===== src/rtl/ppr_pkg.sv =====
// Package for the prime run length block: sequencer states, status struct, constants.
package ppr_pkg;

  // Width of the result field; a full run of 64 saturates to all ones.
  localparam int unsigned RUN_W = 6;

  // Smallest trial divisor.
  localparam int unsigned FIRST_DIVISOR = 2;

  typedef enum logic [2:0] {
    ST_IDLE,
    ST_TERM,
    ST_TEST,
    ST_DIV,
    ST_DONE
  } ppr_state_e;

  typedef struct packed {
    logic done;
    logic rem_zero;
  } ppr_rem_sts_t;

endpackage


===== src/rtl/ppr_rem_unit.sv =====
// Bit-serial restoring remainder unit: one dividend bit per cycle.
module ppr_rem_unit #(
  parameter int unsigned TERM_W = 22,
  parameter int unsigned DIV_W  = 12
) (
  input  logic                  clk_i,
  input  logic                  rst_ni,
  input  logic                  start_i,
  input  logic [TERM_W-1:0]     dividend_i,
  input  logic [DIV_W-1:0]      divisor_i,
  output ppr_pkg::ppr_rem_sts_t sts_o
);
  import ppr_pkg::*;

  localparam int unsigned CNT_W = $clog2(TERM_W + 1);

  logic [CNT_W-1:0]  cnt_q, cnt_d;
  logic              done_q, done_d;
  logic [TERM_W-1:0] num_q, num_d;
  logic [DIV_W-1:0]  rem_q, rem_d;
  logic [DIV_W:0]    trial;
  logic [DIV_W:0]    diff;
  logic              busy;

  assign busy  = (cnt_q != '0);
  assign trial = {rem_q, num_q[TERM_W-1]};
  assign diff  = trial - {1'b0, divisor_i};

  always_comb begin
    cnt_d  = cnt_q;
    done_d = 1'b0;
    num_d  = num_q;
    rem_d  = rem_q;
    if (start_i) begin
      cnt_d = CNT_W'(TERM_W);
      num_d = dividend_i;
      rem_d = '0;
    end else if (busy) begin
      // shift in next bit, subtract when it fits
      num_d = {num_q[TERM_W-2:0], 1'b0};
      rem_d = (trial >= {1'b0, divisor_i}) ? diff[DIV_W-1:0] : trial[DIV_W-1:0];
      cnt_d = cnt_q - 1'b1;
      done_d = (cnt_q == CNT_W'(1));
    end
  end

  always_ff @(posedge clk_i or negedge rst_ni) begin
    if (!rst_ni) begin
      cnt_q  <= '0;
      done_q <= 1'b0;
    end else begin
      cnt_q  <= cnt_d;
      done_q <= done_d;
    end
  end

  always_ff @(posedge clk_i) begin
    num_q <= num_d;
    rem_q <= rem_d;
  end

  assign sts_o.done     = done_q;
  assign sts_o.rem_zero = (rem_q == '0);

endmodule


===== src/rtl/prime_progression_run_length.sv =====
// Top level of the prime run length block: sequencer, term and divisor registers, result register.
// Counts how many leading terms first_term + i*step (i = 0 .. MAX_TERMS-1) are prime, stopping
// at the first term that is not; 0 and 1 are not prime and a run of 64 reads as 63. One item
// is worked at a time and in_stall_o stays high until its result is loaded into the output
// register. Each term is tested by trial division with d = 2 and then every odd d while
// d*d <= term, all through one bit-serial remainder unit on TERM_W-bit terms (TERM_W =
// INPUT_BITS + clog2(MAX_TERMS), 22 at the defaults). A finished item waits while the
// previous result sits stalled at the output.
module prime_progression_run_length #(
  parameter int unsigned MAX_TERMS  = 50,
  parameter int unsigned INPUT_BITS = 16
) (
  input  logic                      clk_i,
  input  logic                      rst_ni,
  input  logic                      in_valid_i,
  output logic                      in_stall_o,
  input  logic [INPUT_BITS-1:0]     first_term_i,
  input  logic [INPUT_BITS-1:0]     step_i,
  output logic                      out_valid_o,
  input  logic                      out_stall_i,
  output logic [ppr_pkg::RUN_W-1:0] prime_run_o
);
  import ppr_pkg::*;

  localparam int unsigned TERM_W = INPUT_BITS + $clog2(MAX_TERMS);
  localparam int unsigned DIV_W  = (TERM_W + 1) / 2 + 1;
  localparam int unsigned SQ_W   = 2 * DIV_W;
  localparam int unsigned CNT_W  = RUN_W + 1;

  localparam logic [DIV_W-1:0] DivFirst  = DIV_W'(FIRST_DIVISOR);
  localparam logic [DIV_W-1:0] DivSecond = DIV_W'(FIRST_DIVISOR + 1);
  localparam logic [SQ_W-1:0]  SqFirst   = SQ_W'(FIRST_DIVISOR * FIRST_DIVISOR);
  localparam logic [SQ_W-1:0]  SqSecond  = SQ_W'((FIRST_DIVISOR + 1) * (FIRST_DIVISOR + 1));
  localparam logic [CNT_W-1:0] LastRun   = CNT_W'(MAX_TERMS - 1);

  ppr_state_e state_q, state_d;

  logic [TERM_W-1:0]     term_q;
  logic [INPUT_BITS-1:0] step_q;
  logic [DIV_W-1:0]      div_q;
  logic [SQ_W-1:0]       sq_q;
  logic [CNT_W-1:0]      run_q;
  logic                  out_valid_q;
  logic [RUN_W-1:0]      prime_run_q;

  logic term_lt2, sq_gt, last_term, out_free;
  logic load_in, init_div, term_prime, advance, start_div, next_div, emit;

  ppr_rem_sts_t rem_sts;

  assign term_lt2  = (term_q < TERM_W'(FIRST_DIVISOR));
  assign sq_gt     = (sq_q > SQ_W'(term_q));
  assign last_term = (run_q == LastRun);
  assign out_free  = !out_valid_q || !out_stall_i;

  // next state
  always_comb begin
    state_d = state_q;
    unique case (state_q)
      ST_IDLE: if (in_valid_i) state_d = ST_TERM;
      ST_TERM: state_d = term_lt2 ? ST_DONE : ST_TEST;
      ST_TEST: begin
        if (sq_gt) state_d = last_term ? ST_DONE : ST_TERM;
        else       state_d = ST_DIV;
      end
      ST_DIV: begin
        if (rem_sts.done) state_d = rem_sts.rem_zero ? ST_DONE : ST_TEST;
      end
      ST_DONE: if (out_free) state_d = ST_IDLE;
      default: state_d = ST_IDLE;
    endcase
  end

  // sequencer outputs
  always_comb begin
    load_in    = 1'b0;
    init_div   = 1'b0;
    term_prime = 1'b0;
    advance    = 1'b0;
    start_div  = 1'b0;
    next_div   = 1'b0;
    emit       = 1'b0;
    unique case (state_q)
      ST_IDLE: load_in = in_valid_i;
      ST_TERM: init_div = 1'b1;
      ST_TEST: begin
        term_prime = sq_gt;
        advance    = sq_gt && !last_term;
        start_div  = !sq_gt;
      end
      ST_DIV:  next_div = rem_sts.done && !rem_sts.rem_zero;
      ST_DONE: emit = out_free;
      default: ;
    endcase
  end

  ppr_rem_unit #(
    .TERM_W(TERM_W),
    .DIV_W (DIV_W)
  ) u_rem (
    .clk_i     (clk_i),
    .rst_ni    (rst_ni),
    .start_i   (start_div),
    .dividend_i(term_q),
    .divisor_i (div_q),
    .sts_o     (rem_sts)
  );

  always_ff @(posedge clk_i or negedge rst_ni) begin
    if (!rst_ni) begin
      state_q     <= ST_IDLE;
      run_q       <= '0;
      out_valid_q <= 1'b0;
    end else begin
      state_q <= state_d;
      if (load_in)         run_q <= '0;
      else if (term_prime) run_q <= run_q + 1'b1;
      if (emit)              out_valid_q <= 1'b1;
      else if (!out_stall_i) out_valid_q <= 1'b0;
    end
  end

  always_ff @(posedge clk_i) begin
    if (load_in) begin
      term_q <= TERM_W'(first_term_i);
      step_q <= step_i;
    end else if (advance) begin
      term_q <= term_q + TERM_W'(step_q);
    end
    if (init_div) begin
      div_q <= DivFirst;
      sq_q  <= SqFirst;
    end else if (next_div) begin
      // after 2 try odd divisors only; (d+2)^2 = d^2 + 4d + 4
      if (div_q == DivFirst) begin
        div_q <= DivSecond;
        sq_q  <= SqSecond;
      end else begin
        div_q <= div_q + DIV_W'(2);
        sq_q  <= sq_q + SQ_W'({div_q, 2'b00}) + SQ_W'(4);
      end
    end
    // saturate a full run of 64
    if (emit) prime_run_q <= run_q[RUN_W] ? '1 : run_q[RUN_W-1:0];
  end

  assign in_stall_o  = (state_q != ST_IDLE);
  assign out_valid_o = out_valid_q;
  assign prime_run_o = prime_run_q;

endmodule


===== config.mk =====
export PLATFORM = sky130hd
export DESIGN_NAME = prime_progression_run_length
export DESIGN_NICKNAME = d
export VERILOG_FILES = /design/src/rtl/ppr_pkg.sv /design/src/rtl/ppr_rem_unit.sv /design/src/rtl/prime_progression_run_length.sv
export SDC_FILE = /design/constraint.sdc
export NUM_CORES = 1
export LEC_CHECK = 0
export ABC_AREA = 1
export BUFFER_PORTS_ARGS = -buffer_cell sky130_fd_sc_hd__clkbuf_2
export CAP_MARGIN = 25
export CELL_PAD_IN_SITES_DETAIL_PLACEMENT = 1
export CELL_PAD_IN_SITES_GLOBAL_PLACEMENT = 2
export CORE_MARGIN = 3
export CORE_UTILIZATION = 39
export CTS_CLUSTER_SIZE = 24
export DETAILED_ROUTE_END_ITERATION = 10
export HOLD_SLACK_MARGIN = 0.1
export PLACE_DENSITY = 0.95
export SLEW_MARGIN = 20
export SYNTH_ARGS = -nofsm -noshare
export SYNTH_HDL_FRONTEND = slang
export SYNTH_SLANG_ARGS = --single-unit

===== constraint.sdc =====
create_clock -name clk_i -period 4.8 [get_ports clk_i]
set_input_delay 0.24 -clock clk_i [delete_from_list [all_inputs] [get_ports clk_i]]
set_output_delay 0.24 -clock clk_i [all_outputs]
set_load 0.1 [all_outputs]

==> metrics, run 1 <==
status completed; die footprint 24250 sq um; Main synth FF type edfxtp_1; share of layout cells above drive strength 1 0.08438; DRT iter0 DRCs 399; cell with the most instances after synthesis nand2_1; TNS Setup 0 ns; final period utilization 0.6562; Synth cell types 46; Worst-Skew Late Latency 0.43 ns; Die H 155.7 um; area leader, netlist edfxtp_1; final setup fails 0; Root Driver clkbuf_16; WS Path Type reg -> reg; sequential share of the synthesized area 0.3739; vias in the first global route 8475; pre-CTS setup slack 1.640 ns; GR Util All Layers 0.2152; minimum clock period 3.150 ns; WL per Instance 16.21 um; DR vias/cell 5.168; f_max 317.5 MHz; largest cells by area after synthesis edfxtp_1 21%, nand2_1 16%, dfxtp_1 12%; via count 8062; Async SR Flop Fraction 0.1318; Max Cap Violations 0; Ant. Diodes 0; post-synth top area share 0.2061; gpl congestion 0.8442; Clock Skews 0.01092 ns; Power Density 255.5 nW/um^2; kind of end point of the critical path flip-flop; r2r setup slk 1.65 ns; synth cell count leaders 362 x nand2_1, 138 x inv_1, 112 x nor2_1; unrepaired setup endpoints after global routing false; total grt overflow 0; I/O pin count 44; Initial Util 0.3993; Core Box Area 21890 sq um; CTS Buffer Depth 2; Area Overhead vs Synth 15.75%; Clk pin slew, worst setup/hold paths 0.06 ns; Worst-Margin Slew 0.8651 ns; Syn. warnings 0; Final Power 2.585 mW; Final WS setup 1.650 ns; syn_area_per_cell 7.315 sq um; DRC viols 0; Critical Path AT 3.51 ns; # rows 54; Hold Crit Class in -> reg; CTS tree yes; first-pass GRT wire length 41.85 mm; largest net degree at the start of global routing 62; #FFs+latches synth 129; H-tree Lvls 4; final antenna-violating net count 0; EDFF count, synth 60; Initial DRT Pass Iterations 4; Pins Over Slew Limit 0; dpl hpwl 19.31 mm; final wirelength 25.29 mm; peak fanout along the critical path 61; worst vdd ir 0.0002039 V; leakage 4.910 nW; worst rel slew slack 0.4219; total CTS buffers 17; initial antenna violation count 0; Buffers on Ports 43; Die X-Extent 155.7 um; clk sink count 129; synthesized net count 1313; Hold Vio Cnt, Final 0; type of element launching the critical path flip-flop; Mapped Area 8741 sq um; Crit path required time 5.16 ns; Final nets 1385; Synth Instances 1195
worst paths after layout:
kind	start	to	cells past startpoint
worst min register to register	u_rem.rem_q[9]	u_rem.rem_q[9]	2
max in group asynchronous	rst_ni	u_rem.cnt_q[2]	2
worst max register to register	term_q[16]	u_rem.rem_q[3]	14
worst min-delay path	first_term_i[12]	term_q[12]	3
min in group asynchronous	rst_ni	state_q[0]	2
worst max-delay path	term_q[16]	u_rem.rem_q[3]	14
logic make-up after synthesis:
kind of cell    Yosys count  synth area share
compound gates          172            0.1038
fa+ha+maj                82            0.1200
simple gates            626            0.3058
buf+inv                 164           0.07458
flops                   129            0.3739
xor+xnor                 22           0.02204
flip-flops by register name, summed over array words and instances (netlist names):
signal	count
div_q	11
out_valid_o	1
prime_run_o	6
run_q	7
sq_q	23
state_q	3
step_q	16
term_q	22
u_rem.cnt_q	5
u_rem.done_q	1
u_rem.num_q	22
u_rem.rem_q	12
repair_timing:
item,in CTS,in global routing
hold buffers,28,0
hold endpoints to repair,44,0
setup endpoints to repair,0,0
buffers inserted,0,0
resized for setup,0,0
through the flow:
| step | area, sq um | std cells | util | hold WS, ns |
|---|---|---|---|---|
| 4_1_cts | 10120 | 1560 | 0.4622 | 0.1002 |
| 6_report | 10120 | 1560 | 0.4622 | 0.1100 |
| 3_3_place_gp | 9220 | 1500 | 0.4212 | 0.2066 |
| 2_1_floorplan | 8741 | 1195 | - | -0.05559 |
| 3_5_place_dp | 9220 | 1500 | 0.4212 | 0.2129 |
| 5_1_grt | 10120 | 1560 | 0.4622 | 0.1019 |
routing by layer:
layer	vias up	routed length, um	global-route usage
met5	-	0	0
met4	0	544	0.06253
met3	38	531	0.03329
met2	94	12700	0.3843
met1	3832	11510	0.2692
li1	4098	-	-
cell type report:
| class | count | area, sq um |
|---|---|---|
| repair buffers | 73 | 510.5 |
| fillers | 2844 | 11770 |
| clock inverters | 14 | 166.4 |
| clock buffers | 18 | 450.4 |
| well taps | 280 | 350.3 |
| multi-input cells | 902 | 4831 |
| flip-flops and latches | 129 | 3268 |
| inverters | 144 | 540.5 |
worst max-delay path, stage by stage, from the launching register on:
cell and delay, ns:
dfxtp_1 0.52, inv_1 0.13, ha_1 0.29, nand2_1 0.07
nor2_1 0.09, nand2_1 0.08, nor2_1 0.09, nand2_1 0.07
nand3_2 0.12, nand2_2 0.08, nand2_4 0.48, nand2_2 0.55
inv_2 0.32, nand2_1 0.09, o21ai_1 0.08
cell usage in the layout, fill, tap and decap left out, types with 7 or more instances in the layout:
master         count
nor2_1           112
dfrtp_1           17
dlygate4sd3_1     28
o21ai_0           37
or2_2              7
xnor2_1            7
inv_1            138
o21ai_1           38
ha_1              79
nand4_1           25
edfxtp_1          60
clkbuf_16         18
nand2_1          362
dfxtp_1           52
xor2_1            15
nor3_1            23
nand3_1           69
a21oi_1           78
clkbuf_2          43
report_power, final:
| part | total (mW) | switching (mW) | internal (mW) |
|---|---|---|---|
| clock | 1.38 | 0.563 | 0.814 |
| sequential | 1.15 | 0.00397 | 1.15 |
| combinational | 0.0569 | 0.0243 | 0.0326 |
| total | 2.59 | 0.591 | 1.99 |
Note: power is estimated with default switching activity, not from simulation.
==> run 2: changes to the inputs <==
- CORE_UTILIZATION: 39 -> 33
- PLACE_DENSITY: 0.95 -> 0.86
- clock period: 4.8 -> 2.6 ns (I/O delays scaled with it)
==> run 2 against run 1 <==
  * Critical path depth is 3 lower
  * Die area rose by 17%
  * Global-route usage decreased by 2.7 points
  * First-iteration DRC count is 27% lower
  * Cell count is 4.6% higher
  * Maximum frequency grew 33%
  * Largest cell class unchanged
  * Largest power group unchanged
==> metrics, run 2 (synthesis results as in run 1) <==
status completed; Max Cap Violations 0; Seq pwr share 0.448; number of fill cells 3182; Initial Util 0.3412; share of layout cells above drive strength 1 0.09531; Crit path required time 2.73 ns; initial antenna violation count 0; leakage 5.007 nW; TNS Setup 0 ns; Worst-Skew Late Latency 0.43 ns; minimum clock period 2.367 ns; CTS Buffer Depth 2; # rows 58; vias in the first global route 8633; H-tree Lvls 4; dpl hpwl 19.92 mm; via count 8111; peak fanout along the critical path 20; Area Overhead vs Synth 18.71%; Die H 168.8 um; total grt overflow 0; CP Depth 11; Worst path slowest cell edfxtp_1; commonest non-fill, non-tap cell in the layout nand2_1; most frequent cells in the layout 361 x nand2_1, 138 x inv_1, 112 x nor2_1, 79 x ha_1, 78 x a21oi_1; Core Box Area 25620 sq um; clk sink count 129; total CTS buffers 17; DRC viols 0; Crit Reg-Reg Endpoint u_rem.num_q[8]; Post-Layout Cell Count 1631; Hold Crit Class in -> reg; pre-CTS setup slack 0.2107 ns; Worst-Margin Slew 0.6136 ns; f_max 422.5 MHz; WL per Instance 15.92 um; placed insts 1565; post-layout utilization of the core 0.4051; Final WS setup 0.2329 ns; Sw Pwr 1.103 mW; largest registers sq_q: 23 flops, term_q: 22 flops, u_rem.num_q: 22 flops; unrepaired setup endpoints after global routing false; Reg with most FFs sq_q; Final nets 1406; die footprint 28480 sq um; WS Path Type reg -> reg; Clk pin slew, worst setup/hold paths 0.06 ns; worst rel slew slack 0.5905; type of element launching the critical path flip-flop; Root Driver clkbuf_16; post-cts sizing count 0; final wirelength 25.97 mm; number of flip-flops in the largest register 23; final period utilization 0.9104; Die X-Extent 168.8 um; hold_sp in_valid_i; sequence of cells on the critical path inv_1 > ha_1 > nand2_1 > nor2_1 > nand2_1 > nor3_2 > nand3_2 > nand2_2 > nand2_4 > nand2_2 > buf_12; FF-to-FF Start term_q[15]; I/O pin count 44; kind of end point of the critical path flip-flop; Post-CTS Setup Repair Bufs 0; Clk pwr share 0.526; DRT iter0 DRCs 293; worst vdd ir 0.0003236 V; worst reg-to-reg path cell count 11; internal power 3.635 mW; Critical Path AT 2.49 ns; DR vias/cell 4.973; CTS tree yes; Final Hold Slack 0.1694 ns; Initial DRT Pass Iterations 5; r2r setup slk 0.23 ns; CP top delay family simple AND/OR/NAND/NOR gates; CP max stage delay 0.38 ns; final antenna-violating net count 0; final setup fails 0; Worst Hold Depth 5; combinational share of power 0.026; Power Density 456.6 nW/um^2; worst path bufs/invs 2; hold endpoint state_q[1]; GR Util All Layers 0.1880; gpl congestion 0.8261; Ant. Diodes 0; Sw Share 0.2327; Buffers on Ports 43; Clock Skews 0.01398 ns; largest net degree at the start of global routing 61; Hold Vio Cnt, Final 0; Pins Over Slew Limit 0; cts hold-fix bufs 34; first-pass GRT wire length 43.33 mm
[run 2: cell types whose count changed in the layout (fill, tap and decap cells not counted)]
cell	before	now
buf_12	0	3
clkbuf_16	18	17
nand2_1	362	361
dlygate4sd3_1	28	34
buf_4	2	14
inv_6	5	4
clkinvlp_4	0	2
inv_8	2	3
clkinv_4	4	3
nand2_2	3	4
[run 2: power by group through the flow]
stage / logic, mW / clock network, mW / registers [mW]
floorplan: 0.0331 / 0 / 2.17
global placement: 0.0804 / 0 / 2.17
detailed placement: 0.0829 / 0 / 2.17
CTS: 0.123 / 2.54 / 2.12
global route: 0.139 / 2.63 / 2.12
finish: 0.123 / 2.49 / 2.12
[run 2: area by class of cell]
class / instances / area, sq um / share of cell area
sequential: 129 / 3268 / 0.3150
tap: 330 / 412.9 / 0.03979
multi-input combinational: 902 / 4833 / 0.4658
clock buffer: 17 / 425.4 / 0.04100
inverter: 144 / 540.5 / 0.05209
timing repair buffer: 94 / 720.7 / 0.06946
clock inverter: 15 / 175.2 / 0.01688
[run 2: worst max path at each step]
stage                            endpoint        from  slack (ns)
after detailed placement  u_rem.num_q[14]  term_q[20]        0.21
after floorplan                 term_q[0]  state_q[2]        0.26
after CTS                  u_rem.num_q[8]  term_q[14]        0.21
after global routing             sq_q[21]     sq_q[0]       0.003
final                      u_rem.num_q[8]  term_q[15]        0.23
after global placement     u_rem.num_q[5]  term_q[20]        0.28
[run 2: metrics by stage]
| step | total power, mW | instance area [sq um] |
|---|---|---|
| finish | 4.738 | 10380 |
| global route | 4.895 | 10380 |
| detailed placement | 2.251 | 9435 |
| global placement | 2.248 | 9435 |
| CTS | 4.783 | 10380 |
| floorplan | 2.200 | 8743 |
[run 2: routing by layer]
metal  routed length (um)  track usage  up-vias
met4                  555      0.05870        0
met2                12680       0.3321       79
met5                    0            0        -
li1                     -            -     4135
met1                12300       0.2388     3862
met3                  434      0.02452       35
[run 2: tightest hold or removal path, stage by stage]
cell	delay [ns]
clkbuf_2	0.09
o211ai_1	0.16
nor2_1	0.07
nand2_1	0.06
nand2_1	0.04
